==> src/hw/rtl/aar_pkg.sv <==
// ----------------------------------------------------------------------------
// aar_pkg
// Shared types, register indexes and helpers of the affine axis remapper.
// ----------------------------------------------------------------------------
package aar_pkg;

   localparam int AXIS_W     = 16;
   localparam int COEF_W     = 32;
   localparam int CSR_IDX_W  = 3;
   localparam int CSR_DATA_W = 16;

   localparam logic [CSR_IDX_W-1:0] CSR_PAIRED_MODE = 3'd0;
   localparam logic [CSR_IDX_W-1:0] CSR_X_RANGE_MIN = 3'd1;
   localparam logic [CSR_IDX_W-1:0] CSR_X_RANGE_MAX = 3'd2;
   localparam logic [CSR_IDX_W-1:0] CSR_X_CENTERED  = 3'd3;
   localparam logic [CSR_IDX_W-1:0] CSR_Y_RANGE_MIN = 3'd4;
   localparam logic [CSR_IDX_W-1:0] CSR_Y_RANGE_MAX = 3'd5;
   localparam logic [CSR_IDX_W-1:0] CSR_Y_CENTERED  = 3'd6;

   typedef enum logic [1:0] {
      NK_ZERO,
      NK_NEG_ONE,
      NK_POS_ONE,
      NK_DIV
   } norm_kind_type;

   typedef struct packed {
      logic [COEF_W-1:0] coef_xx;
      logic [COEF_W-1:0] coef_xy;
      logic [COEF_W-1:0] coef_yx;
      logic [COEF_W-1:0] coef_yy;
      logic [COEF_W-1:0] offset_u;
      logic [COEF_W-1:0] offset_v;
      norm_kind_type     x_kind;
      logic              x_neg;
      norm_kind_type     y_kind;
      logic              y_neg;
   } side_type;

   // midpoint of a range, truncated toward zero
   function automatic logic signed [AXIS_W-1:0] axis_center(
      input logic signed [AXIS_W-1:0] lo,
      input logic signed [AXIS_W-1:0] hi
   );
      logic signed [AXIS_W:0] s;
      logic signed [AXIS_W:0] t;
      s = {lo[AXIS_W-1], lo} + {hi[AXIS_W-1], hi};
      t = s + {{AXIS_W{1'b0}}, s[AXIS_W] & s[0]};
      return t[AXIS_W:1];
   endfunction

endpackage

==> src/hw/rtl/aar_map.sv <==
// ----------------------------------------------------------------------------
// aar_map
// Maps a transformed value back to its axis range: split multiply,
// recombine, add base, then truncate toward zero, clamp and saturate.
// ----------------------------------------------------------------------------
module aar_map #(
   parameter int FRAC_BITS = 16
) (
   input  logic                                        clock,
   input  logic [3:0]                                  en,
   input  logic signed [FRAC_BITS+aar_pkg::COEF_W+1:0] w,
   input  logic signed [aar_pkg::AXIS_W-1:0]           range_min,
   input  logic signed [aar_pkg::AXIS_W-1:0]           range_max,
   input  logic                                        centered,
   output logic signed [aar_pkg::AXIS_W-1:0]           result
);
   import aar_pkg::*;

   localparam int UW  = FRAC_BITS + COEF_W + 2;
   localparam int DW  = AXIS_W + 2;
   localparam int K   = (UW + 1) / 2;
   localparam int PLW = K + DW + 1;
   localparam int PHW = UW - K + DW;
   localparam int PW  = UW + DW;
   localparam int WT  = ((PW > 2*FRAC_BITS + AXIS_W + 1) ? PW : 2*FRAC_BITS + AXIS_W + 1) + 1;
   localparam int WR  = WT - 2*FRAC_BITS;

   logic signed [AXIS_W-1:0] c;
   logic signed [DW-1:0]     d;
   logic signed [AXIS_W-1:0] base;

   logic signed [PLW-1:0]    pl_ff;
   logic signed [PHW-1:0]    ph_ff;
   logic                     zero1_ff, neg1_ff;
   logic signed [AXIS_W-1:0] base1_ff;

   logic signed [PW-1:0]     p_ff;
   logic                     zero2_ff, neg2_ff;
   logic signed [AXIS_W-1:0] base2_ff;

   logic signed [WT-1:0]     t_ff;
   logic                     zero3_ff, neg3_ff;

   logic signed [AXIS_W-1:0] result_ff;
   logic signed [WR-1:0]     q, r, lo_e, hi_e, c_e;
   logic signed [AXIS_W-1:0] result_in;

   always_comb begin
      c = axis_center(range_min, range_max);
      if (centered) begin
         base = c;
         if (w[UW-1]) begin
            d = DW'(c) - DW'(range_min);
         end else begin
            d = DW'(range_max) - DW'(c);
         end
      end else begin
         base = range_min;
         d    = DW'(range_max) - DW'(range_min);
      end
   end

   always_ff @(posedge clock) begin
      if (en[0]) begin
         pl_ff    <= $signed({1'b0, w[K-1:0]}) * d;
         ph_ff    <= $signed(w[UW-1:K]) * d;
         zero1_ff <= (w == '0);
         neg1_ff  <= w[UW-1];
         base1_ff <= base;
      end
      if (en[1]) begin
         p_ff     <= (PW'(ph_ff) <<< K) + PW'(pl_ff);
         zero2_ff <= zero1_ff;
         neg2_ff  <= neg1_ff;
         base2_ff <= base1_ff;
      end
      if (en[2]) begin
         t_ff     <= WT'(p_ff) + (WT'(base2_ff) <<< (2*FRAC_BITS));
         zero3_ff <= zero2_ff;
         neg3_ff  <= neg2_ff;
      end
      if (en[3]) begin
         result_ff <= result_in;
      end
   end

   always_comb begin
      q = t_ff[WT-1:2*FRAC_BITS];
      if (t_ff[WT-1] && (t_ff[2*FRAC_BITS-1:0] != '0)) begin
         q = q + WR'(1);
      end
      lo_e = WR'(range_min);
      hi_e = WR'(range_max);
      c_e  = WR'(axis_center(range_min, range_max));
      r    = q;
      if (centered) begin
         if (zero3_ff) begin
            r = c_e;
         end else if (neg3_ff) begin
            if (q < lo_e) r = lo_e;
         end else begin
            if (q > hi_e) r = hi_e;
         end
      end else begin
         if (q < lo_e) begin
            r = lo_e;
         end else if (q > hi_e) begin
            r = hi_e;
         end
      end
      if ((&r[WR-1:AXIS_W-1]) || !(|r[WR-1:AXIS_W-1])) begin
         result_in = r[AXIS_W-1:0];
      end else if (r[WR-1]) begin
         result_in = {1'b1, {(AXIS_W-1){1'b0}}};
      end else begin
         result_in = {1'b0, {(AXIS_W-1){1'b1}}};
      end
   end

   assign result = result_ff;

endmodule

==> config.mk <==
export PLATFORM = sky130hd
export DESIGN_NAME = aar_map
export DESIGN_NICKNAME = d
export VERILOG_FILES = /design/src/hw/rtl/aar_pkg.sv /design/src/hw/rtl/aar_map.sv
export SDC_FILE = /design/constraint.sdc
export NUM_CORES = 2
export LEC_CHECK = 0
export ABC_AREA = 1
export ABC_CLOCK_PERIOD_IN_PS = 13200
export BUFFER_PORTS_ARGS = -buffer_cell sky130_fd_sc_hd__buf_2
export CORE_ASPECT_RATIO = 1.1
export CORE_MARGIN = 2
export CORE_UTILIZATION = 35
export DETAILED_ROUTE_END_ITERATION = 10
export GPL_TIMING_DRIVEN = 0
export PLACE_DENSITY = 0.47
export SETUP_SLACK_MARGIN = 0.2
export SYNTH_ARGS = -nofsm -noshare
export SYNTH_HDL_FRONTEND = slang
export SYNTH_SLANG_ARGS = --single-unit
export TNS_END_PERCENT = 20
==> constraint.sdc <==
create_clock -name clock -period 13.2 [get_ports clock]
set_clock_uncertainty 0.05 [all_clocks]
set_input_delay 2.64 -clock clock [delete_from_list [all_inputs] [get_ports clock]]
set_output_delay 2.64 -clock clock [all_outputs]
set_load 0.02 [all_outputs]
==> key figures <==
Place
  • DP Area: 55400 um^2
  • DPL Wire Length: 162000 um
  • Dpl cells: 8532
  • Place WS: -2.88 ns
  • IO buf count: 78
  • GP Congestion: 0.937

Logic synthesis
  • Syn nets: 7856
  • Register area share after synthesis: 15.9%
  • Post-synthesis async set-or-reset flop share: 0%
  • Mean Syn Cell Area: 8.07 um^2
  • Ys Warns: 0
  • Cell area after synthesis: 52400 um^2
  • Number of library cell types mapped by synthesis: 50
  • Synth Instances: 6498
  • Post-synth EDFFs: 278
  • Synth Flop Type: edfxtp_1
  • Seq cells post-synth: 278

Cells and area
  • Area delta synth->final: 10.1%
  • Cell area after layout: 57700 um^2
  • Non-Filler Instances: 8644
  • Utilization after layout: 38.9%
  • Share of layout cells above drive strength 1: 8.09%
  • Final-stage net count: 8029

Critical path
  • Crit end category: register
  • R2R Setup Slk: 6.18 ns
  • Critical path's slowest cell: fa_1
  • Cell mode on critical path: inv_1
  • CP Data Required Time: 13.52 ns
  • Worst stage delay on the critical path: 0.59 ns
  • CP max FO: 6
  • Critical Path AT: 13.04 ns
  • Critical path class: input port to register
  • Crit path launch type: input port

Clocking
  • Hold_buf cts: 0
  • H-tree depth: 1
  • Clock tree sinks: 278
  • Longest Clk Path Bufs: 3
  • Clock root cell: clkbuf_16
  • CTS buffer count: 28
  • CTS tree: yes
  • Clk_lat worst skew: 0.58 ns
  • Clk slew on worst S/H paths: 0.07 ns

Global route
  • Initial antenna violation count: 10
  • Vias in the first global route: 44847
  • First-pass GRT wire length: 288000 um
  • All-Layer GR Usage: 25.2%
  • Grt ovf: 0
  • Largest net degree at the start of global routing: 73

Die
  • Die X: 373 um
  • Starting density of the core: 35.3%
  • Row count: 148
  • Die Ht: 410 um
  • DIE AREA: 153000 um^2
  • Core area: 148000 um^2
  • I/O Pins: 104

STA
  • Clock period minus final worst setup slack: 12.72 ns
  • Finish-stage setup viols: 0
  • Slew headroom: 12.3%
  • Final setup margin: 0.480 ns
  • Unrepaired setup endpoints after global routing: yes
  • Fmax: 78.6 MHz
  • Period utilisation layout: 96.4%
  • Fin. Hold Viols: 0
  • Slew @ Worst Pin: 1.32 ns
  • Final Slew Violations: 0

Drt
  • Post-DR wirelength/cell: 22.3 um
  • First-pass DRT Iterations: 8
  • Routed WL: 193000 um
  • Via density per instance: 5.07
  • Final ANT Viol Nets: 0
  • Vias: 43817
  • Initial detailed-routing violation count: 3183
  • Drt drc: 0

Worst hold path
  • HP Class: register to register

Flow run
  • Max Cap Viol: 0

Outcome
  • Status: complete, no violations
[routing by layer]
metal  global-route usage (%)  up-vias  wire length, um
li1                         -    20438                -
met5                        0        -               13
met1                     34.1    21738            84500
met3                     2.44      293            11000
met2                     41.4     1346            88600
met4                     9.97        2             8670
[cells by family (layout without fill, tap and decap cells)]
| group | after synthesis | in the layout | synth area share [%] |
|---|---|---|---|
| and+or+nand+nor | 2418 | 2418 | 19.3 |
| buffers and inverters | 1606 | 1799 | 11.8 |
| adders and majority gates | 1270 | 1270 | 42.0 |
| AOI/OAI and AO/OA | 720 | 720 | 7.49 |
| DFF | 278 | 278 | 15.9 |
| xor gates and xnor gates | 206 | 206 | 3.44 |
| other | 0 | 3 | 0 |
[area by class of cell]
cell class	instances	area, um^2
fillers	15491	90600
inverters	1379	5230
repair buffers	142	1020
diodes	3	7.51
multi-input cells	4614	38600
clock inverters	17	191
clock buffers	33	719
well taps	1950	2440
repair inverters	1	5.00
flip-flops and latches	278	8350
plain buffers	227	1140
[layout by cell type, fill, tap and decap left out, types with 11 or more instances in the layout]
master | synthesis | layout
a211oi_1 | 11 | 11
a21oi_1 | 388 | 372
a21oi_2 | 3 | 17
a31oi_1 | 37 | 32
buf_1 | 22 | 22
buf_2 | 49 | 106
buf_4 | 12 | 76
clkbuf_1 | 136 | 124
clkbuf_16 | 0 | 29
clkbuf_2 | 0 | 11
clkinv_1 | 10 | 14
clkinvlp_4 | 0 | 12
edfxtp_1 | 278 | 278
fa_1 | 815 | 812
ha_1 | 455 | 437
inv_1 | 1341 | 1326
inv_2 | 28 | 28
nand2_1 | 1421 | 1404
nand2_2 | 39 | 39
nand2_4 | 2 | 14
nand3_1 | 311 | 311
nand4_1 | 40 | 40
nor2_1 | 452 | 443
nor2_2 | 60 | 65
nor3_1 | 38 | 37
nor4_1 | 21 | 20
o211ai_1 | 17 | 17
o21ai_0 | 188 | 171
o21ai_1 | 10 | 16
o21ai_2 | 2 | 11
o21bai_1 | 11 | 11
o221ai_1 | 18 | 16
xnor2_1 | 78 | 76
xor2_1 | 128 | 120
[synth_stat cells (all sizes together), types with 2 or more instances]
| cell type | number | area (um^2) |
|---|---|---|
| nor3 | 39 | 200 |
| xnor2 | 78 | 683 |
| clkinv | 10 | 37.5 |
| or2 | 6 | 40.0 |
| clkbuf | 136 | 510 |
| o21a | 8 | 60.1 |
| a21oi | 391 | 1970 |
| a21o | 7 | 52.6 |
| nand4 | 41 | 272 |
| nor2 | 515 | 2110 |
| o31ai | 4 | 30.0 |
| a31oi | 37 | 231 |
| edfxtp | 278 | 8350 |
| xor2 | 128 | 1120 |
| a211oi | 11 | 82.6 |
| o21ai | 200 | 1010 |
| nand2 | 1462 | 5600 |
| inv | 1369 | 5140 |
| o211ai | 17 | 128 |
| nand3b | 7 | 52.6 |
| o21bai | 11 | 82.6 |
| a21boi | 11 | 82.6 |
| nor4 | 21 | 131 |
| and2 | 2 | 12.5 |
| o2111ai | 2 | 17.5 |
| nand3 | 325 | 1710 |
| o221ai | 18 | 158 |
| fa | 815 | 16300 |
| ha | 455 | 5690 |
| buf | 91 | 508 |
[state kept, by name (all words and copies together) (netlist names)]
name / count
base1_ff: 16
pl_ff: 44
neg2_ff: 1
neg1_ff: 1
zero3_ff: 1
ph_ff: 43
neg3_ff: 1
zero1_ff: 1
base2_ff: 16
t_ff: 69
p_ff: 68
zero2_ff: 1
result: 16
[worst paths after layout]
path / depth (start not counted) / start / end
worst max-delay path: 57 / range_min[1] / pl_ff[39]
worst min-delay path: 0 / p_ff[23] / t_ff[23]
worst max register to register: 33 / t_ff[21] / result[6]
worst min register to register: 0 / p_ff[23] / t_ff[23]
[critical path, delay by kind of cell]
family	cells	cell delay (ns)
buf+inv	15	1.58
compound gates	12	1.97
fa+ha+maj	9	4.03
xor+xnor	3	0.67
simple gates	18	2.16
[through the flow]
step,TNS (ns),hold slack (ns)
4_1_cts,0,0.364
6_report,0,0.363
3_3_place_gp,-83.47,0.352
5_1_grt,0,0.368
3_5_place_dp,-85.22,0.355
2_1_floorplan,0,0.350
[timing repair]
item	in CTS	in global routing
setup endpoints to repair	53	34
pin swaps	11	26
buffers inserted	24	33
gates resized for setup	107	141
cloned	1	1
endpoints found under the hold margin	0	0
Power is left out: the tool's default activity adds up to more than one toggle a clock period on the data nets, which glitch-free logic cannot reach.
