### config.mk
export PLATFORM = sky130hd
export DESIGN_NAME = aar_norm
export DESIGN_NICKNAME = d
export VERILOG_FILES = /design/src/hw/rtl/aar_pkg.sv /design/src/hw/rtl/aar_norm.sv
export SDC_FILE = /design/constraint.sdc
export NUM_CORES = 1
export LEC_CHECK = 0
export ABC_AREA = 1
export BUFFER_PORTS_ARGS = -buffer_cell sky130_fd_sc_hd__buf_2
export CAP_MARGIN = 20
export CELL_PAD_IN_SITES_DETAIL_PLACEMENT = 1
export CELL_PAD_IN_SITES_GLOBAL_PLACEMENT = 1
export CORE_MARGIN = 5
export CORE_UTILIZATION = 45
export DETAILED_ROUTE_END_ITERATION = 8
export GPL_ROUTABILITY_DRIVEN = 1
export PLACE_DENSITY_LB_ADDON = 0.1
export SLEW_MARGIN = 20
export SYNTH_ARGS = -nofsm -noshare
export SYNTH_HDL_FRONTEND = slang
export SYNTH_SLANG_ARGS = --single-unit
### constraint.sdc
create_clock -name vclk -period 12.6
set_input_delay 1.26 -clock vclk [all_inputs]
set_output_delay 1.26 -clock vclk [all_outputs]
set_load 0.03 [all_outputs]
### src/hw/rtl/aar_pkg.sv
// ----------------------------------------------------------------------------
// aar_pkg
// Shared types, register indexes and helpers of the affine axis remapper.
// ----------------------------------------------------------------------------
package aar_pkg;

   localparam int AXIS_W     = 16;
   localparam int COEF_W     = 32;
   localparam int CSR_IDX_W  = 3;
   localparam int CSR_DATA_W = 16;

   localparam logic [CSR_IDX_W-1:0] CSR_PAIRED_MODE = 3'd0;
   localparam logic [CSR_IDX_W-1:0] CSR_X_RANGE_MIN = 3'd1;
   localparam logic [CSR_IDX_W-1:0] CSR_X_RANGE_MAX = 3'd2;
   localparam logic [CSR_IDX_W-1:0] CSR_X_CENTERED  = 3'd3;
   localparam logic [CSR_IDX_W-1:0] CSR_Y_RANGE_MIN = 3'd4;
   localparam logic [CSR_IDX_W-1:0] CSR_Y_RANGE_MAX = 3'd5;
   localparam logic [CSR_IDX_W-1:0] CSR_Y_CENTERED  = 3'd6;

   typedef enum logic [1:0] {
      NK_ZERO,
      NK_NEG_ONE,
      NK_POS_ONE,
      NK_DIV
   } norm_kind_type;

   typedef struct packed {
      logic [COEF_W-1:0] coef_xx;
      logic [COEF_W-1:0] coef_xy;
      logic [COEF_W-1:0] coef_yx;
      logic [COEF_W-1:0] coef_yy;
      logic [COEF_W-1:0] offset_u;
      logic [COEF_W-1:0] offset_v;
      norm_kind_type     x_kind;
      logic              x_neg;
      norm_kind_type     y_kind;
      logic              y_neg;
   } side_type;

   // midpoint of a range, truncated toward zero
   function automatic logic signed [AXIS_W-1:0] axis_center(
      input logic signed [AXIS_W-1:0] lo,
      input logic signed [AXIS_W-1:0] hi
   );
      logic signed [AXIS_W:0] s;
      logic signed [AXIS_W:0] t;
      s = {lo[AXIS_W-1], lo} + {hi[AXIS_W-1], hi};
      t = s + {{AXIS_W{1'b0}}, s[AXIS_W] & s[0]};
      return t[AXIS_W:1];
   endfunction

endpackage

### src/hw/rtl/aar_norm.sv
// ----------------------------------------------------------------------------
// aar_norm
// Classifies a raw axis sample against its range and sets up the divide.
// ----------------------------------------------------------------------------
module aar_norm (
   input  logic signed [aar_pkg::AXIS_W-1:0] val,
   input  logic signed [aar_pkg::AXIS_W-1:0] range_min,
   input  logic signed [aar_pkg::AXIS_W-1:0] range_max,
   input  logic                              centered,
   output aar_pkg::norm_kind_type            kind,
   output logic                              neg,
   output logic [aar_pkg::AXIS_W:0]          num,
   output logic [aar_pkg::AXIS_W:0]          den
);
   import aar_pkg::*;

   logic signed [AXIS_W-1:0] c;
   logic signed [AXIS_W:0]   d_cv, d_clo, d_vc, d_hc, d_vlo, d_hlo;

   always_comb begin
      c     = axis_center(range_min, range_max);
      d_cv  = {c[AXIS_W-1], c} - {val[AXIS_W-1], val};
      d_clo = {c[AXIS_W-1], c} - {range_min[AXIS_W-1], range_min};
      d_vc  = {val[AXIS_W-1], val} - {c[AXIS_W-1], c};
      d_hc  = {range_max[AXIS_W-1], range_max} - {c[AXIS_W-1], c};
      d_vlo = {val[AXIS_W-1], val} - {range_min[AXIS_W-1], range_min};
      d_hlo = {range_max[AXIS_W-1], range_max} - {range_min[AXIS_W-1], range_min};
      kind = NK_ZERO;
      neg  = 1'b0;
      num  = d_vlo;
      den  = d_hlo;
      if (centered) begin
         if (val <= range_min) begin
            kind = NK_NEG_ONE;
         end else if (val < c) begin
            kind = NK_DIV;
            neg  = 1'b1;
            num  = d_cv;
            den  = d_clo;
         end else if (val == c) begin
            kind = NK_ZERO;
         end else if (val < range_max) begin
            kind = NK_DIV;
            num  = d_vc;
            den  = d_hc;
         end else begin
            kind = NK_POS_ONE;
         end
      end else begin
         if (val <= range_min) begin
            kind = NK_ZERO;
         end else if (val >= range_max) begin
            kind = NK_POS_ONE;
         end else begin
            kind = NK_DIV;
         end
      end
   end

endmodule

==> results of run 1 <==
-- per-layer routing --
layer / global-route usage / vias up / routed length (um)
li1: - / 4499 / -
met1: 0.395 / 4323 / 13800
met4: 0.0714 / 0 / 863
met2: 0.515 / 191 / 13800
met5: 0 / - / 0
met3: 0.00892 / 40 / 955
-- worst paths after layout --
check | from | to | slack, ps
setup / recovery | range_min[0] | num[1] | 3150
hold / removal | centered | kind[0] | 2880
-- cell usage in the layout (no fill, tap or decap), types with 2 or more instances in the layout --
cell / netlist / layout
sky130_fd_sc_hd__a21o_1: 2 / 2
sky130_fd_sc_hd__nand3b_1: 5 / 5
sky130_fd_sc_hd__xnor2_1: 15 / 15
sky130_fd_sc_hd__buf_2: 9 / 86
sky130_fd_sc_hd__nand2_1: 408 / 408
sky130_fd_sc_hd__nand2_2: 21 / 21
sky130_fd_sc_hd__a31oi_1: 8 / 8
sky130_fd_sc_hd__nand4_1: 33 / 33
sky130_fd_sc_hd__nor3b_1: 2 / 2
sky130_fd_sc_hd__a21oi_2: 5 / 5
sky130_fd_sc_hd__o21bai_1: 14 / 14
sky130_fd_sc_hd__nor2_1: 65 / 64
sky130_fd_sc_hd__fa_1: 7 / 7
sky130_fd_sc_hd__nor3_1: 12 / 12
sky130_fd_sc_hd__xor2_1: 59 / 59
sky130_fd_sc_hd__o221ai_1: 3 / 3
sky130_fd_sc_hd__inv_2: 8 / 8
sky130_fd_sc_hd__o21ai_2: 2 / 2
sky130_fd_sc_hd__buf_4: 5 / 2
sky130_fd_sc_hd__a21boi_0: 2 / 2
sky130_fd_sc_hd__o21ai_1: 11 / 11
sky130_fd_sc_hd__or2_2: 8 / 8
sky130_fd_sc_hd__nor2_2: 7 / 7
sky130_fd_sc_hd__a21oi_1: 81 / 81
sky130_fd_sc_hd__o21a_1: 3 / 3
sky130_fd_sc_hd__o21ai_0: 46 / 46
sky130_fd_sc_hd__nand2_4: 3 / 3
sky130_fd_sc_hd__a211oi_1: 4 / 4
sky130_fd_sc_hd__nand3_1: 142 / 142
sky130_fd_sc_hd__nand3_2: 5 / 5
sky130_fd_sc_hd__nor2_4: 5 / 6
sky130_fd_sc_hd__nor4_1: 3 / 3
sky130_fd_sc_hd__inv_1: 189 / 189
sky130_fd_sc_hd__o31ai_1: 4 / 4
sky130_fd_sc_hd__ha_1: 115 / 115
-- worst max-delay path, delay by kind of cell --
| kind | cells | cell delay (ps) |
|---|---|---|
| buf+inv | 9 | 1760 |
| simple gates | 24 | 3570 |
| xor+xnor | 1 | 290 |
| fa+ha+maj | 4 | 1290 |
-- layout make-up --
type                            instances  area (sq um)
Tap cell                              220           275
Multi-Input combinational cell       1113          6620
Inverter                              199           749
Fill cell                            2520          8490
Timing Repair Buffer                   88           445
-- cell families after synthesis --
group,share of synthesized area
buf+inv,0.128
fa+ha+maj,0.208
xor+xnor,0.0855
simple gates,0.431
compound gates,0.147
-- stage by stage --
stage          hold WS [ps]  setup WS, ps  area, sq um
2_1_floorplan          2760          5010         7580
4_1_cts                2880          3160         8090
3_3_place_gp           2880          3460         8090
6_report               2880          3150         8090
3_5_place_dp           2880          3160         8090
5_1_grt                2920          2460         8090
-- power breakdown --
part           total [W]  internal, W  switching [W]  leakage, nW
Sequential             0            0              0            0
Clock                  0            0              0            0
Combinational   0.000881     0.000275       0.000606         4.61
==> results_dict.tcl, run 1 <==
set metrics [dict create \
    setup_violations 0 \
    final_layout_size_suffix_gt1_frac 0.115 \
    post_route_fraction_of_the_period_consumed_by_the_critical_path 0.750 \
    die_h_um 140 \
    timing.critical_path.fanout_max 26 \
    timing.max_cap.violations 0 \
    vdd_drop_max_v 0.0000713 \
    layout.area.seq_sq_um 0 \
    critPathCaptureType "primary output" \
    power-per-cell-area_mw_per_mm2 109 \
    placed_cells_incl_taps 1620 \
    final_sum_of_negative_setup_slack_ps 0 \
    rsz0062_at_grt "no" \
    leakage_dissipation_nw 4.61 \
    cts_hold_buf 0 \
    wl_per_cell_um 18.1 \
    area_growth_pct 6.68 \
    synth-seq-area-share 0 \
    clock_buffer_count 0 \
    port_buffers 86 \
    netlist_instances 1351 \
    largest_net_degree_at_the_start_of_global_routing 47 \
    routed_wirelength_um 29400 \
    io-pin-count 86 \
    global_route_wire_length_before_repair_um 46800 \
    cts_resized 0 \
    design.die.area_sq_mm 0.0195 \
    globalRoute.totalOverflow 0 \
    max_slew.worst_pin.slew_ps 891 \
    timing.slew.headroom 0.405 \
    design.core.area_sq_mm 0.0166 \
    seq_cell_count 0 \
    layout.cells.non_filler 1620 \
    max_freq_mhz 106 \
    drcViolationCount 0 \
    postLayoutCoreUtil 0.488 \
    outcome "completed" \
    die_w_um 140 \
    synth.net_count 1522 \
    synth_largest_type_area_fraction 0.202 \
    initial_core_util 0.457 \
    vias 9053 \
    synth.cells.most_frequent "sky130_fd_sc_hd__nand2_1, sky130_fd_sc_hd__inv_1, sky130_fd_sc_hd__nand3_1, sky130_fd_sc_hd__ha_1, sky130_fd_sc_hd__a21oi_1" \
    n_antenna_cell 0 \
    timing_worst_setup_path_type "input port to primary output" \
    num_rows 47 \
    grt_pass1_vias 9139 \
    synthesis.area_per_instance_sq_um 5.61 \
    min_delay_path_depth 3 \
    netlist.top_cell.by_area "sky130_fd_sc_hd__nand2_1" \
    hold_path.class "input port to primary output" \
    detail-route-antenna-nets 0 \
    global_route.usage.total 0.292 \
    arrival_ps 8190 \
    critPathRequiredTime_ps 11340 \
    timing.final.hold_violations 0 \
    post-cts-setup-buffer-count 0 \
    drtIter0Drc 449 \
    nets 1573 \
    antenna_found_initial 0 \
    synth.lib_cells_used.distinct 53 \
    warnings_from_yosys 0 \
    finalMaxSlewViolations 0 \
    post-synth-top-count-cell "sky130_fd_sc_hd__nand2_1" \
    gp_routability_congestion 0.966 \
    timing.critical_path.slowest_cell_delay_ps 690 \
    ys_top_cells_by_area "sky130_fd_sc_hd__nand2_1, sky130_fd_sc_hd__ha_1, sky130_fd_sc_hd__nand3_1" \
    startpoint_types "input port" \
    detailedPlacementHpwl_um 25800 \
    detailedRoute.firstPassIterationCount 5 \
    routed_via_density 5.59 \
    crit_path_top_delay_cell "sky130_fd_sc_hd__inv_1" \
    synth.cell_area_sq_mm 0.00758 \
    p_total_w 0.000881 \
    tmin_final_ps 9450 \
]
Power figures use the tool's default switching activity.
==> run 2: changes to the inputs <==
CORE_UTILIZATION = 39   (was 45)
clock period = 8.3 ns   (was 12.6 ns; I/O delays follow)
==> run 2 against run 1 <==
Final cell count is 3.5% higher. Count of clock-buffer cells in the layout unchanged. Critical endpoint is now den[15]. Via count fell by 1.5%. Routed wire length is 3.3% higher. Sequential share of layout area unchanged. Flip-flop and latch count stayed put.
==> results_dict.tcl, run 2 (same netlist as run 1, synthesis figures left out) <==
set metrics [dict create \
    arrival_ps 6910 \
    wl_per_cell_um 18.1 \
    timing.critical_path.slowest_cell_delay_ps 470 \
    design.die.area_sq_mm 0.0223 \
    gp_routability_congestion 0.940 \
    vdd_drop_max_v 0.0000504 \
    finalMaxSlewViolations 0 \
    timing.critical_path.fanout_max 15 \
    min_delay_path_depth 3 \
    postLayoutCoreUtil 0.428 \
    placed_cells_incl_taps 1675 \
    layout.cells.non_filler 1677 \
    grtUsageMet3 0.00363 \
    crit_path_top_delay_cell "sky130_fd_sc_hd__ha_2" \
    final_sum_of_negative_setup_slack_ps 0 \
    final_cell_mix "sky130_fd_sc_hd__nand2_1, sky130_fd_sc_hd__inv_1, sky130_fd_sc_hd__nand3_1" \
    critPathRequiredTime_ps 7470 \
    timing.final.hold_violations 0 \
    grt_pass1_vias 8993 \
    timing.slew.headroom 0.486 \
    area_growth_pct 9.04 \
    initial_core_util 0.392 \
    clock_buffer_count 0 \
    top_usage_layer "met2" \
    max_slew.worst_pin.slew_ps 766 \
    grtUsageMet1 0.371 \
    rsz0062_at_grt "no" \
    setup_violations 0 \
    max_freq_mhz 129 \
    drcViolationCount 0 \
    detailedRoute.firstPassIterationCount 4 \
    startpoint_types "input port" \
    nets 1585 \
    drtIter0Drc 424 \
    io-pin-count 86 \
    largest_net_degree_at_the_start_of_global_routing 47 \
    routed_wirelength_um 30300 \
    leakage_dissipation_nw 4.67 \
    num_rows 51 \
    detail-route-antenna-nets 0 \
    timing_worst_setup_path_type "input port to primary output" \
    layout.area.seq_sq_um 0 \
    grt_util_met2 0.471 \
    antenna_found_initial 0 \
    design_area_sq_mm 0.00827 \
    port_buffers 86 \
    design.core.area_sq_mm 0.0193 \
    critPathCaptureType "primary output" \
    hold_path.class "input port to primary output" \
    post_route_fraction_of_the_period_consumed_by_the_critical_path 0.933 \
    n_antenna_cell 0 \
    vias 8914 \
    globalRoute.totalOverflow 0 \
    outcome "completed" \
    dpl_cell_area_sq_mm 0.00822 \
    global_route_wire_length_before_repair_um 47300 \
    routed_via_density 5.32 \
    timing.max_cap.violations 0 \
    layout.cells.most_common "sky130_fd_sc_hd__nand2_1" \
    power-per-cell-area_mw_per_mm2 166 \
    die_w_um 149 \
    tmin_final_ps 7740 \
    fill_cells 2788 \
    seq_cell_count 0 \
    die_h_um 149 \
    global_route.usage.total 0.266 \
    detailedPlacementHpwl_um 26700 \
    final_layout_size_suffix_gt1_frac 0.125 \
]
## run 2: cell type report
cell class / count / area [sq um] / share of cell area
Multi-Input combinational cell: 1113 / 6650 / 0.805
Inverter: 199 / 749 / 0.0906
Timing Repair Buffer: 100 / 536 / 0.0648
Tap cell: 265 / 332 / 0.0401
## run 2: through the flow
stage	hold slack [ps]	setup WS [ps]	total power, W
floorplan	1900	1570	0.000985
global placement	2030	-102	0.00133
detailed placement	2040	-286	0.00135
CTS	2040	95.5	0.00136
global route	2060	38.9	0.00151
finish	2040	557	0.00137
## run 2: layer usage
layer	vias up	part of all wire
met5	-	0
met4	0	0.018
met3	25	0.029
met2	143	0.47
met1	4220	0.48
li1	4526	-
## run 2: worst paths after layout
| check | end | start |
|---|---|---|
| min | kind[1] | centered |
| max | den[15] | range_min[0] |
## run 2: what timing repair did
| item | 4_1_cts | 5_1_grt |
|---|---|---|
| gates resized for setup | 1 | 4 |
| hold buffers | 0 | 0 |
| gates cloned | 0 | 0 |
| hold endpoints to repair | 0 | 0 |
| pin swaps | 1 | 0 |
| endpoints found under the setup margin | 23 | 35 |
| setup buffers | 2 | 0 |
## run 2: power breakdown
part / total, W / internal [W] / switching, W
registers: 0 / 0 / 0
clock network: 0 / 0 / 0
logic: 0.00137 / 0.000436 / 0.000934
total: 0.00137 / 0.000436 / 0.000934
## run 2: critical path, delay by kind of cell
family	cells	cell delay [ps]
buffers and inverters	8	1010
xor gates and xnor gates	1	230
adders and majority gates	4	1270
and+or+nand+nor	23	3540
