**config.mk**
```make
export PLATFORM = sky130hd
export DESIGN_NAME = aar_div
export DESIGN_NICKNAME = d
export VERILOG_FILES = /design/src/hw/rtl/aar_pkg.sv /design/src/hw/rtl/aar_div.sv
export SDC_FILE = /design/constraint.sdc
export NUM_CORES = 1
export LEC_CHECK = 0
export BUFFER_PORTS_ARGS = -buffer_cell sky130_fd_sc_hd__buf_2
export CELL_PAD_IN_SITES_DETAIL_PLACEMENT = 0
export CELL_PAD_IN_SITES_GLOBAL_PLACEMENT = 1
export CORE_UTILIZATION = 25
export CTS_BUF_LIST = sky130_fd_sc_hd__clkbuf_8
export CTS_CLUSTER_DIAMETER = 60
export DETAILED_ROUTE_END_ITERATION = 12
export PLACE_DENSITY_LB_ADDON = 0.1
export SETUP_SLACK_MARGIN = 0.05
export SYNTH_ARGS = -nofsm -noshare
export SYNTH_HDL_FRONTEND = slang
export SYNTH_SLANG_ARGS = --single-unit
```
**constraint.sdc**
```tcl
create_clock -name clock -period 3.1 [get_ports clock]
set_clock_uncertainty 0.05 [all_clocks]
set_input_delay 0.155 -clock clock [delete_from_list [all_inputs] [get_ports clock]]
set_output_delay 0.155 -clock clock [all_outputs]
set_load 0.01 [all_outputs]
```
**src/hw/rtl/aar_pkg.sv**
```systemverilog
// ----------------------------------------------------------------------------
// aar_pkg
// Shared types, register indexes and helpers of the affine axis remapper.
// ----------------------------------------------------------------------------
package aar_pkg;

   localparam int AXIS_W     = 16;
   localparam int COEF_W     = 32;
   localparam int CSR_IDX_W  = 3;
   localparam int CSR_DATA_W = 16;

   localparam logic [CSR_IDX_W-1:0] CSR_PAIRED_MODE = 3'd0;
   localparam logic [CSR_IDX_W-1:0] CSR_X_RANGE_MIN = 3'd1;
   localparam logic [CSR_IDX_W-1:0] CSR_X_RANGE_MAX = 3'd2;
   localparam logic [CSR_IDX_W-1:0] CSR_X_CENTERED  = 3'd3;
   localparam logic [CSR_IDX_W-1:0] CSR_Y_RANGE_MIN = 3'd4;
   localparam logic [CSR_IDX_W-1:0] CSR_Y_RANGE_MAX = 3'd5;
   localparam logic [CSR_IDX_W-1:0] CSR_Y_CENTERED  = 3'd6;

   typedef enum logic [1:0] {
      NK_ZERO,
      NK_NEG_ONE,
      NK_POS_ONE,
      NK_DIV
   } norm_kind_type;

   typedef struct packed {
      logic [COEF_W-1:0] coef_xx;
      logic [COEF_W-1:0] coef_xy;
      logic [COEF_W-1:0] coef_yx;
      logic [COEF_W-1:0] coef_yy;
      logic [COEF_W-1:0] offset_u;
      logic [COEF_W-1:0] offset_v;
      norm_kind_type     x_kind;
      logic              x_neg;
      norm_kind_type     y_kind;
      logic              y_neg;
   } side_type;

   // midpoint of a range, truncated toward zero
   function automatic logic signed [AXIS_W-1:0] axis_center(
      input logic signed [AXIS_W-1:0] lo,
      input logic signed [AXIS_W-1:0] hi
   );
      logic signed [AXIS_W:0] s;
      logic signed [AXIS_W:0] t;
      s = {lo[AXIS_W-1], lo} + {hi[AXIS_W-1], hi};
      t = s + {{AXIS_W{1'b0}}, s[AXIS_W] & s[0]};
      return t[AXIS_W:1];
   endfunction

endpackage

```
**src/hw/rtl/aar_div.sv**
```systemverilog
// ----------------------------------------------------------------------------
// aar_div
// Pipelined restoring divider, one quotient bit per stage (num < den).
// ----------------------------------------------------------------------------
module aar_div #(
   parameter int FRAC_BITS = 16
) (
   input  logic                        clock,
   input  logic [FRAC_BITS-1:0]        en,
   input  logic [aar_pkg::AXIS_W:0]    num,
   input  logic [aar_pkg::AXIS_W:0]    den,
   output logic [FRAC_BITS-1:0]        quot
);
   import aar_pkg::*;

   logic [AXIS_W:0]    rem_ff [FRAC_BITS];
   logic [AXIS_W:0]    den_ff [FRAC_BITS];
   logic [FRAC_BITS-1:0] q_ff [FRAC_BITS];

   for (genvar k = 0; k < FRAC_BITS; k++) begin : g_step
      logic [AXIS_W:0]      rem_src, den_src, rem_in;
      logic [FRAC_BITS-1:0] q_src, q_in;
      logic [AXIS_W+1:0]    r2, dd;

      if (k == 0) begin : g_first
         assign rem_src = num;
         assign den_src = den;
         assign q_src   = '0;
      end else begin : g_next
         assign rem_src = rem_ff[k-1];
         assign den_src = den_ff[k-1];
         assign q_src   = q_ff[k-1];
      end

      always_comb begin
         r2 = {rem_src, 1'b0};
         dd = {1'b0, den_src};
         if (r2 >= dd) begin
            rem_in = (AXIS_W+1)'(r2 - dd);
            q_in   = {q_src[FRAC_BITS-2:0], 1'b1};
         end else begin
            rem_in = r2[AXIS_W:0];
            q_in   = {q_src[FRAC_BITS-2:0], 1'b0};
         end
      end

      always_ff @(posedge clock) begin
         if (en[k]) begin
            rem_ff[k] <= rem_in;
            den_ff[k] <= den_src;
            q_ff[k]   <= q_in;
         end
      end
   end

   assign quot = q_ff[FRAC_BITS-1];

endmodule

```
==> out/qor.csv, run 1 <==
stage,metric,value,unit
die,start_util,0.252,
global_route,antenna_found_initial,4,
detailed_routing,wirelength,89900,um
critical_path,crit_buf_inv,5,
sta,fin_hold_ws,0.175,ns
critical_path,crit_type,in -> reg,
clock_network,tritoncts,built,
detailed_routing,routed_via_density,4.36,
detailed_routing,drc,0,
synth,synth_fp_nets,3346,
die,core,140000,um^2
sta,final-setup-viol-count,0,
sta,worst_pin_slew,1.15,ns
global_route,gr-total-overflow,0,
synth,synth-edff-count,646,
sta,period_minus_slack,2.98,ns
sta,slew_viol_final,0,
critical_path,critical_path_required,3.60,ns
global_route,grt_usage,0.126,
synth,netlist_area,35100,um^2
pwr,p_seq_frac,0.348,
cells_and_area,layoutNonFillerInstCount,5373,
clock_network,cts_root_buf,clkbuf_8,
synth,ys_ff_latch,646,
clock_network,cts_max_path_buffers,3,
place,gp_congestion,0.801,
global_route,grt_pass1_vias,24500,
outcome,status,"finished, final reports clean",
sta,period_share,0.962,
cells_and_area,drive_gt1_frac,0.168,
synth,synth-main-ff-cell,edfxtp_1,
clock_network,clock_latency,0.83,ns
pwr,p_clk_frac,0.199,
die,die_width,377,um
place,dpl.hpwl,69500,um
critical_path,path_cells,"dlygate4sd3_1, buf_2, inv_1, fa_1, nor2b_1, o21ai_2, a21oi_1, nor3_2, o31a_1, a21oi_1, nor2_2, buf_12, mux2_2, dlygate4sd3_1",
run,maxCapViolations,0,
die,ios,67,
synth,postSynthAreaPerCell,11.7,um^2
sta,hold_viol_final,0,
clock_network,cts.sinks,646,
sta,fmax,335,MHz
cells_and_area,nets,3731,
synth,synth_warnings,0,
sta,rsz0062_at_grt,false,
place,pre_cts_slack,-0.422,ns
pwr,pwr-share-comb,0.453,
critical_path,worstPathMaxFanout,14,
clock_network,cts-buffers-inserted,121,
detailed_routing,drt-wirelength-per-cell,16.7,um
detailed_routing,drt-initial-drc-count,877,
cells_and_area,areaGrowthSynthToFinish,21.3,%
die,die_h,377,um
worst_hold_path,hp-class,in -> reg,
die,die-area,142000,um^2
critical_path,cp_top_family,buffers and inverters,
critical_path,cp.arrival,3.48,ns
pwr,p_switching,15.2,mW
synth,synth_cell_types,80,
critical_path,worstSetupStartpointType,input pin,
synth,syn_inst,3009,
sta,setup_ws,0.117,ns
critical_path,cp-end-kind,flop,
pwr,swShare,0.369,
pwr,leakagePower,17.3,nW
clock_network,cts.reportedPaths.clkPinSlew,0.05,ns
place,dp_cells,5053,
global_route,grt_pass1_wl,139000,um
global_route,grt_max_degree,49,
critical_path,crit_slowest_cell,dlygate4sd3_1,
place,io_buffer_count,66,
clock_network,cts.htree.levels,3,
pwr,intPower,26.1,mW
cells_and_area,final_util,0.305,
sta,finalSetupTns,0,ns
synth,synth-async-reset-ratio,0,
detailed_routing,dr.pass1.iters,6,
detailed_routing,ant_nets,0,
pwr,ir_drop,0.393,mV
die,std_cell_rows,137,
pwr,powerDensity,970,nW/um^2
sta,slew_headroom,0.233,
synth,seq_area_frac_synth,0.552,
detailed_routing,route.vias.total,23400,
critical_path,cpPeakStageDelay,0.55,ns
==> final cells by class <==
type                            count  area, um^2
Antenna cell                        1        2.50
Inverter                          348        1310
Sequential cell                   646       19400
Multi-Input combinational cell   1961       14600
Fill cell                       14300       96900
Timing Repair Buffer              316        2570
Clock buffer                      121        1670
Tap cell                         1876        2350
Clock inverter                    104         721
==> Yosys cell counts (all sizes together), types with 29 or more instances <==
library cell | count | area, um^2
edfxtp | 646 | 19400
inv | 347 | 1300
ha | 271 | 3390
nand2 | 198 | 743
nor2 | 198 | 746
a21oi | 189 | 950
o21ai | 189 | 946
xnor2 | 103 | 902
mux2 | 93 | 1070
a21o | 89 | 668
xor2 | 81 | 709
nor3 | 50 | 265
nor2b | 44 | 283
clkbuf | 41 | 154
nand3 | 39 | 195
nand4 | 32 | 200
a31oi | 31 | 194
o21a | 31 | 233
nand2b | 29 | 181
o31ai | 29 | 228
==> registers in the layout (all words and copies together) (netlist names) <==
signal and cells:
q_ff 136, den_ff 255, rem_ff 255
==> cells in the final DEF, fill, tap and decap left out, types with 81 or more instances in the layout <==
cell	count
nor2_1	197
o21ai_0	168
inv_1	387
edfxtp_1	646
clkbuf_8	121
ha_1	267
buf_4	156
a21oi_1	181
nand2_1	198
xnor2_1	103
mux2_2	86
a21o_1	89
xor2_1	81
==> power by group through the flow <==
stage / registers (mW) / clock network (mW) / logic (mW)
floorplan: 13.7 / 0 / 12.9
global placement: 14.7 / 0 / 18.1
detailed placement: 14.7 / 0 / 18.1
CTS: 14.5 / 8.72 / 18.5
global route: 14.6 / 9.00 / 21.0
finish: 14.4 / 8.24 / 18.7
==> per-stage QoR <==
stage | total power, mW | cell area [um^2]
6_report | 41.3 | 42600
5_1_grt | 44.6 | 42600
4_1_cts | 41.8 | 42300
3_5_place_dp | 32.7 | 38900
3_3_place_gp | 32.7 | 38900
2_1_floorplan | 26.6 | 35100
==> timing repair <==
item                       in CTS  in global routing
hold endpoints to repair      565                  0
setup endpoints to repair     113                175
resized for setup              26                 72
pin swaps                       5                 19
hold buffers                   80                  0
buffers inserted                4                 10
==> final timing paths <==
kind	cells past startpoint	endpoint	slack (ns)	startpoint
setup / recovery	14	rem_ff[0][3]	0.12	num[0]
hold reg to reg	0	q_ff[1][24]	0.33	q_ff[1][7]
setup reg to reg	11	rem_ff[0][75]	0.15	rem_ff[0][51]
hold / removal	3	rem_ff[0][4]	0.17	num[3]
==> tightest hold or removal path: cells and delay by family <==
kind | cells | cell delay, ns
multiplexers | 1 | 0.14
buffers and inverters | 2 | 0.63
==> logic make-up after synthesis <==
logic type	count (synthesis)	synth area share
xor gates and xnor gates	184	0.0459
muxes	102	0.0331
AOI/OAI and AO/OA	702	0.126
DFF	646	0.552
buffers and inverters	402	0.0441
adders and majority gates	286	0.105
and+or+nand+nor	687	0.0937
==> routing by layer <==
| metal | vias up | track usage | routed length (um) |
|---|---|---|---|
| met4 | 4 | 0.0538 | 3130 |
| met1 | 11100 | 0.138 | 36500 |
| met5 | - | 0 | 29 |
| met3 | 178 | 0.0226 | 3310 |
| li1 | 11800 | - | - |
| met2 | 382 | 0.236 | 46900 |
Note: power is estimated with default switching activity, not from simulation.
==> run 2, diff against run 1 <==
- PLACE_DENSITY_LB_ADDON: 0.1 -> 0.12
==> out/qor.csv, run 2 (synthesis results as in run 1) <==
stage,metric,value,unit
sta,hold_viol_final,0,
place,dpl.hpwl,67900,um
cells_and_area,layout_commonest_cell,edfxtp_1,
global_route,grt_max_degree,44,
detailed_routing,drt-initial-drc-count,1149,
cells_and_area,top_regs,"den_ff (255), rem_ff (255), q_ff (136)",
cells_and_area,drive_gt1_frac,0.170,
detailed_routing,dr.pass1.iters,9,
detailed_routing,wirelength,87600,um
critical_path,critical_path_required,3.61,ns
place,gp_congestion,0.837,
global_route,grt_usage,0.125,
pwr,p_switching,15.1,mW
global_route,grt_pass1_wl,138000,um
cells_and_area,nets,3723,
sta,final-setup-viol-count,0,
pwr,intPower,26.1,mW
global_route,grt_pass1_vias,25000,
clock_network,cts-buffers-inserted,133,
pwr,pwr-share-comb,0.448,
clock_network,cts.sinks,646,
critical_path,cp-end-kind,flop,
outcome,status,"finished, violations left",
pwr,p_clk_frac,0.205,
pwr,ir_drop,0.337,mV
detailed_routing,routed_via_density,4.38,
place,io_buffer_count,66,
cells_and_area,areaGrowthSynthToFinish,20.9,%
die,start_util,0.252,
sta,rsz0062_at_grt,true,
clock_network,tritoncts,built,
critical_path,crit_type,in -> reg,
critical_path,cp.arrival,3.55,ns
sta,worst_pin_slew,1.09,ns
clock_network,cts_root_buf,clkbuf_8,
die,die_h,377,um
sta,period_share,0.982,
pwr,finalPower,41.3,mW
cells_and_area,final_util,0.304,
global_route,antenna_found_initial,5,
pwr,swShare,0.367,
sta,slew_viol_final,0,
outcome,violations,DRC,
worst_hold_path,hp-class,in -> reg,
cells_and_area,layoutNonFillerInstCount,5360,
die,die_width,377,um
sta,period_minus_slack,3.04,ns
pwr,powerDensity,972,nW/um^2
die,std_cell_rows,137,
pwr,p_seq_frac,0.347,
pwr,leakagePower,17.2,nW
detailed_routing,ant_nets,0,
die,die-area,142000,um^2
run,maxCapViolations,0,
place,dp_cells,5049,
sta,slew_headroom,0.277,
global_route,gr-total-overflow,0,
critical_path,worstPathMaxFanout,17,
detailed_routing,drt-wirelength-per-cell,16.3,um
die,ios,67,
clock_network,cts.htree.levels,4,
critical_path,worstSetupStartpointType,input pin,
clock_network,cts.reportedPaths.clkPinSlew,0.05,ns
cells_and_area,final_cell_mix,"646 x edfxtp_1, 369 x inv_1, 268 x ha_1, 198 x nand2_1, 197 x nor2_1",
cells_and_area,fillers,14300,
sta,fmax,329,MHz
clock_network,cts_max_path_buffers,3,
detailed_routing,drc,2,
clock_network,clock_latency,0.82,ns
die,core,140000,um^2
detailed_routing,route.vias.total,23500,
run 2: cell count changes in the layout (fill, tap and decap cells not counted), moves of 3 or more:
cell           before  now
inv_6               1    5
inv_1             387  369
clkinv_1           30   26
clkinv_2           15   23
o31ai_1            20   24
buf_4             156  142
clkbuf_8          121  134
bufinv_16           8    5
clkinvlp_4          1    8
buf_6               1    4
dlygate4sd3_1      80   71
run 2: final cells by class:
class,instances,area [um^2],share of cell area
antenna,1,2.50,0.0000589
tap,1876,2350,0.0553
multi-input combinational,1961,14500,0.342
sequential,646,19400,0.457
inverter,348,1310,0.0308
clock buffer,134,1840,0.0434
timing repair buffer,296,2410,0.0567
clock inverter,98,636,0.0150
run 2: worst max-delay path, stage by stage:
cell	delay [ns]
dlygate4sd3_1	0.54
buf_2	0.15
fa_1	0.43
nor2b_1	0.16
o21ai_2	0.09
a21oi_1	0.19
nor3_2	0.07
buf_4	0.16
o31a_1	0.32
a21oi_2	0.21
nor2_2	0.08
buf_12	0.16
mux2_2	0.27
dlygate4sd3_1	0.54
run 2: routing by layer:
metal | GRT usage | vias to the layer above | part of all wire
met5 | 0 | - | 0.00035
met4 | 0.0531 | 4 | 0.034
met3 | 0.0248 | 175 | 0.034
met2 | 0.235 | 383 | 0.53
met1 | 0.135 | 11200 | 0.40
li1 | - | 11700 | -
run 2: power groups by stage:
stage	Clock [mW]	Combinational, mW	Sequential [mW]
final	8.44	18.5	14.3
after global routing	9.23	20.8	14.6
after CTS	8.92	18.5	14.4
after floorplan	0	12.9	13.7
after detailed placement	0	18.0	14.6
after global placement	0	18.0	14.6
run 2: repair_timing:
action / in CTS / in global routing
endpoints found under the hold margin: 528 / 0
gates resized for setup: 33 / 57
gates cloned: 1 / 0
setup endpoints to repair: 82 / 127
hold buffers: 71 / 0
buffers inserted: 5 / 1
pin swaps: 5 / 15
run 2: per-stage QoR:
| step | area [um^2] | hold WS [ns] | worst slack (ns) | setup TNS, ns |
|---|---|---|---|---|
| floorplan | 35100 | 0.204 | 0.169 | 0 |
| global placement | 38900 | 0.315 | -0.513 | -11.15 |
| detailed placement | 38900 | 0.306 | -0.521 | -12.99 |
| CTS | 42300 | 0.0482 | 0.0463 | 0 |
| global route | 42500 | 0.0990 | 0.0182 | 0 |
| finish | 42500 | 0.160 | 0.0572 | 0 |
run 2: path summary, 6_finish.rpt:
check | slack, ns | depth (start not counted) | endpoint | from
worst max-delay path | 0.06 | 14 | rem_ff[0][3] | den[0]
worst min-delay path | 0.16 | 3 | rem_ff[0][11] | num[10]
worst max register to register | 0.15 | 10 | rem_ff[1][55] | rem_ff[1][35]
worst min register to register | 0.33 | 0 | q_ff[1][41] | q_ff[1][24]
==> run 3, diff against run 2 <==
- BUFFER_PORTS_ARGS: -buffer_cell sky130_fd_sc_hd__buf_2 -> -buffer_cell sky130_fd_sc_hd__buf_4
- SKIP_LAST_GASP: default -> 1
==> out/qor.csv, run 3 (synthesis results as in run 1) <==
stage,metric,value,unit
place,dp_cells,5052,
die,die_width,377,um
clock_network,tritoncts,built,
worst_hold_path,hold_end,rem_ff[0][7],
outcome,status,"finished, final reports clean",
die,std_cell_rows,137,
critical_path,reg2reg_from,rem_ff[0][86],
cells_and_area,nets,3742,
detailed_routing,drt-initial-drc-count,1089,
global_route,antenna_found_initial,3,
critical_path,crit_buf_inv,4,
cells_and_area,layoutNonFillerInstCount,5386,
clock_network,cts_max_path_buffers,3,
sta,period_share,0.969,
sta,slew_viol_final,0,
die,die_h,377,um
worst_hold_path,min_from,num[6],
place,gp_congestion,0.821,
critical_path,cp_top_family,buffers and inverters,
detailed_routing,ant_nets,0,
sta,worst_pin_slew,0.762,ns
die,ios,67,
sta,fmax,333,MHz
sta,final-setup-viol-count,0,
clock_network,cts.htree.levels,4,
detailed_routing,drc,0,
global_route,gr-total-overflow,0,
worst_hold_path,holdPathStages,3,
cells_and_area,register_area,19400,um^2
cells_and_area,layout_commonest_cell,edfxtp_1,
cells_and_area,multi_input_area,14600,um^2
critical_path,r2r-end,rem_ff[0][114],
cells_and_area,final_cell_mix,"646 x edfxtp_1, 368 x inv_1, 266 x ha_1, 220 x buf_4, 198 x nand2_1",
place,dpl.hpwl,69200,um
run,maxCapViolations,0,
pwr,leakagePower,17.4,nW
cells_and_area,areaGrowthSynthToFinish,22.4,%
global_route,grt_pass1_vias,24700,
pwr,powerDensity,982,nW/um^2
sta,slew_headroom,0.492,
sta,hold_viol_final,0,
pwr,ir_drop,0.277,mV
clock_network,cts-buffers-inserted,131,
critical_path,cpPeakStageDelay,0.55,ns
critical_path,crit_type,in -> reg,
sta,rsz0062_at_grt,true,
cells_and_area,top_regs,"den_ff (255), rem_ff (255), q_ff (136)",
worst_hold_path,hp-class,in -> reg,
clock_network,clock_latency,0.83,ns
die,die-area,142000,um^2
critical_path,cp-end-kind,flop,
detailed_routing,routed_via_density,4.38,
global_route,grt_usage,0.127,
critical_path,path_cells,"dlygate4sd3_1, buf_4, fa_1, nor2b_1, o21ai_2, a21oi_2, nor3_4, o31a_1, a21oi_2, nor2_2, buf_12, mux2_2, dlygate4sd3_1",
die,core,140000,um^2
place,io_buffer_count,66,
detailed_routing,drt-wirelength-per-cell,16.8,um
critical_path,crit_slowest_cell,dlygate4sd3_1,
critical_path,worstPathMaxFanout,17,
critical_path,worstSetupStartpointType,input pin,
detailed_routing,dr.pass1.iters,5,
cells_and_area,fillers,14300,
cells_and_area,drive_gt1_frac,0.174,
global_route,grt_max_degree,50,
critical_path,critical_path_required,3.60,ns
critical_path,cp.arrival,3.51,ns
critical_path,reg2reg_depth,9,
detailed_routing,route.vias.total,23600,
clock_network,cts_root_buf,clkbuf_8,
detailed_routing,wirelength,90300,um
critical_path,regToRegSetupSlack,0.15,ns
clock_network,cts.reportedPaths.clkPinSlew,0.05,ns
die,start_util,0.252,
clock_network,cts.sinks,646,
cells_and_area,final_util,0.308,
global_route,grt_pass1_wl,140000,um
sta,period_minus_slack,3.00,ns
-- run 3: cell type report --
type                            count  share of cell area
Antenna cell                        3            0.000175
Clock buffer                      132              0.0422
Timing Repair Buffer              317              0.0642
Multi-Input combinational cell   1961               0.338
Sequential cell                   646               0.451
Tap cell                         1876              0.0546
Inverter                          348              0.0304
Clock inverter                    103              0.0189
-- run 3: worst register-to-register path, stage by stage, from the launching register on --
cell,delay (ns)
edfxtp_1,0.46
ha_4,0.29
nor2b_1,0.13
o21a_1,0.17
o21a_2,0.23
o41a_1,0.34
a41o_1,0.29
o41a_1,0.33
xor2_1,0.15
mux2_2,0.27
-- run 3: worst max path at each step --
stage,endpoint,slack [ns],from,depth (start not counted)
after floorplan,rem_ff[0][27],0.17,den_ff[0][0],9
after global placement,rem_ff[1][38],-0.46,rem_ff[1][18],9
after detailed placement,rem_ff[1][36],-0.54,rem_ff[1][18],9
after CTS,rem_ff[0][114],0.06,rem_ff[0][86],9
after global routing,rem_ff[0][79],0.008,den_ff[0][53],11
final,rem_ff[0][10],0.1,den[0],13
-- run 3: per-stage QoR --
stage / setup TNS (ns) / area (um^2) / total power [mW] / hold slack, ns / setup WS (ns)
2_1_floorplan: 0 / 35100 / 26.6 / 0.204 / 0.169
3_3_place_gp: -17.34 / 39100 / 32.9 / 0.303 / -0.456
3_5_place_dp: -18.45 / 39100 / 32.9 / 0.298 / -0.538
4_1_cts: 0 / 42700 / 42.7 / 0.0706 / 0.0582
5_1_grt: 0 / 43000 / 45.5 / 0.129 / 0.00765
6_report: 0 / 43000 / 42.3 / 0.183 / 0.0957
-- run 3: where the power goes --
group,internal (mW),switching [mW]
Sequential,12.9,1.43
Combinational,8.96,10.0
Clock,4.89,4.05
Total,26.8,15.5
-- run 3: layer usage --
layer | GRT usage | vias up | share of wire
li1 | - | 11800 | -
met1 | 0.141 | 11300 | 0.41
met2 | 0.236 | 391 | 0.52
met3 | 0.0241 | 172 | 0.031
met4 | 0.0535 | 0 | 0.036
met5 | 0 | - | 0
-- run 3: timing repair --
item / CTS / global route
pin swaps: 8 / 10
endpoints found under the setup margin: 118 / 164
hold buffers: 81 / 0
gates resized for setup: 35 / 68
setup buffers: 9 / 4
endpoints found under the hold margin: 681 / 0
cloned: 0 / 2
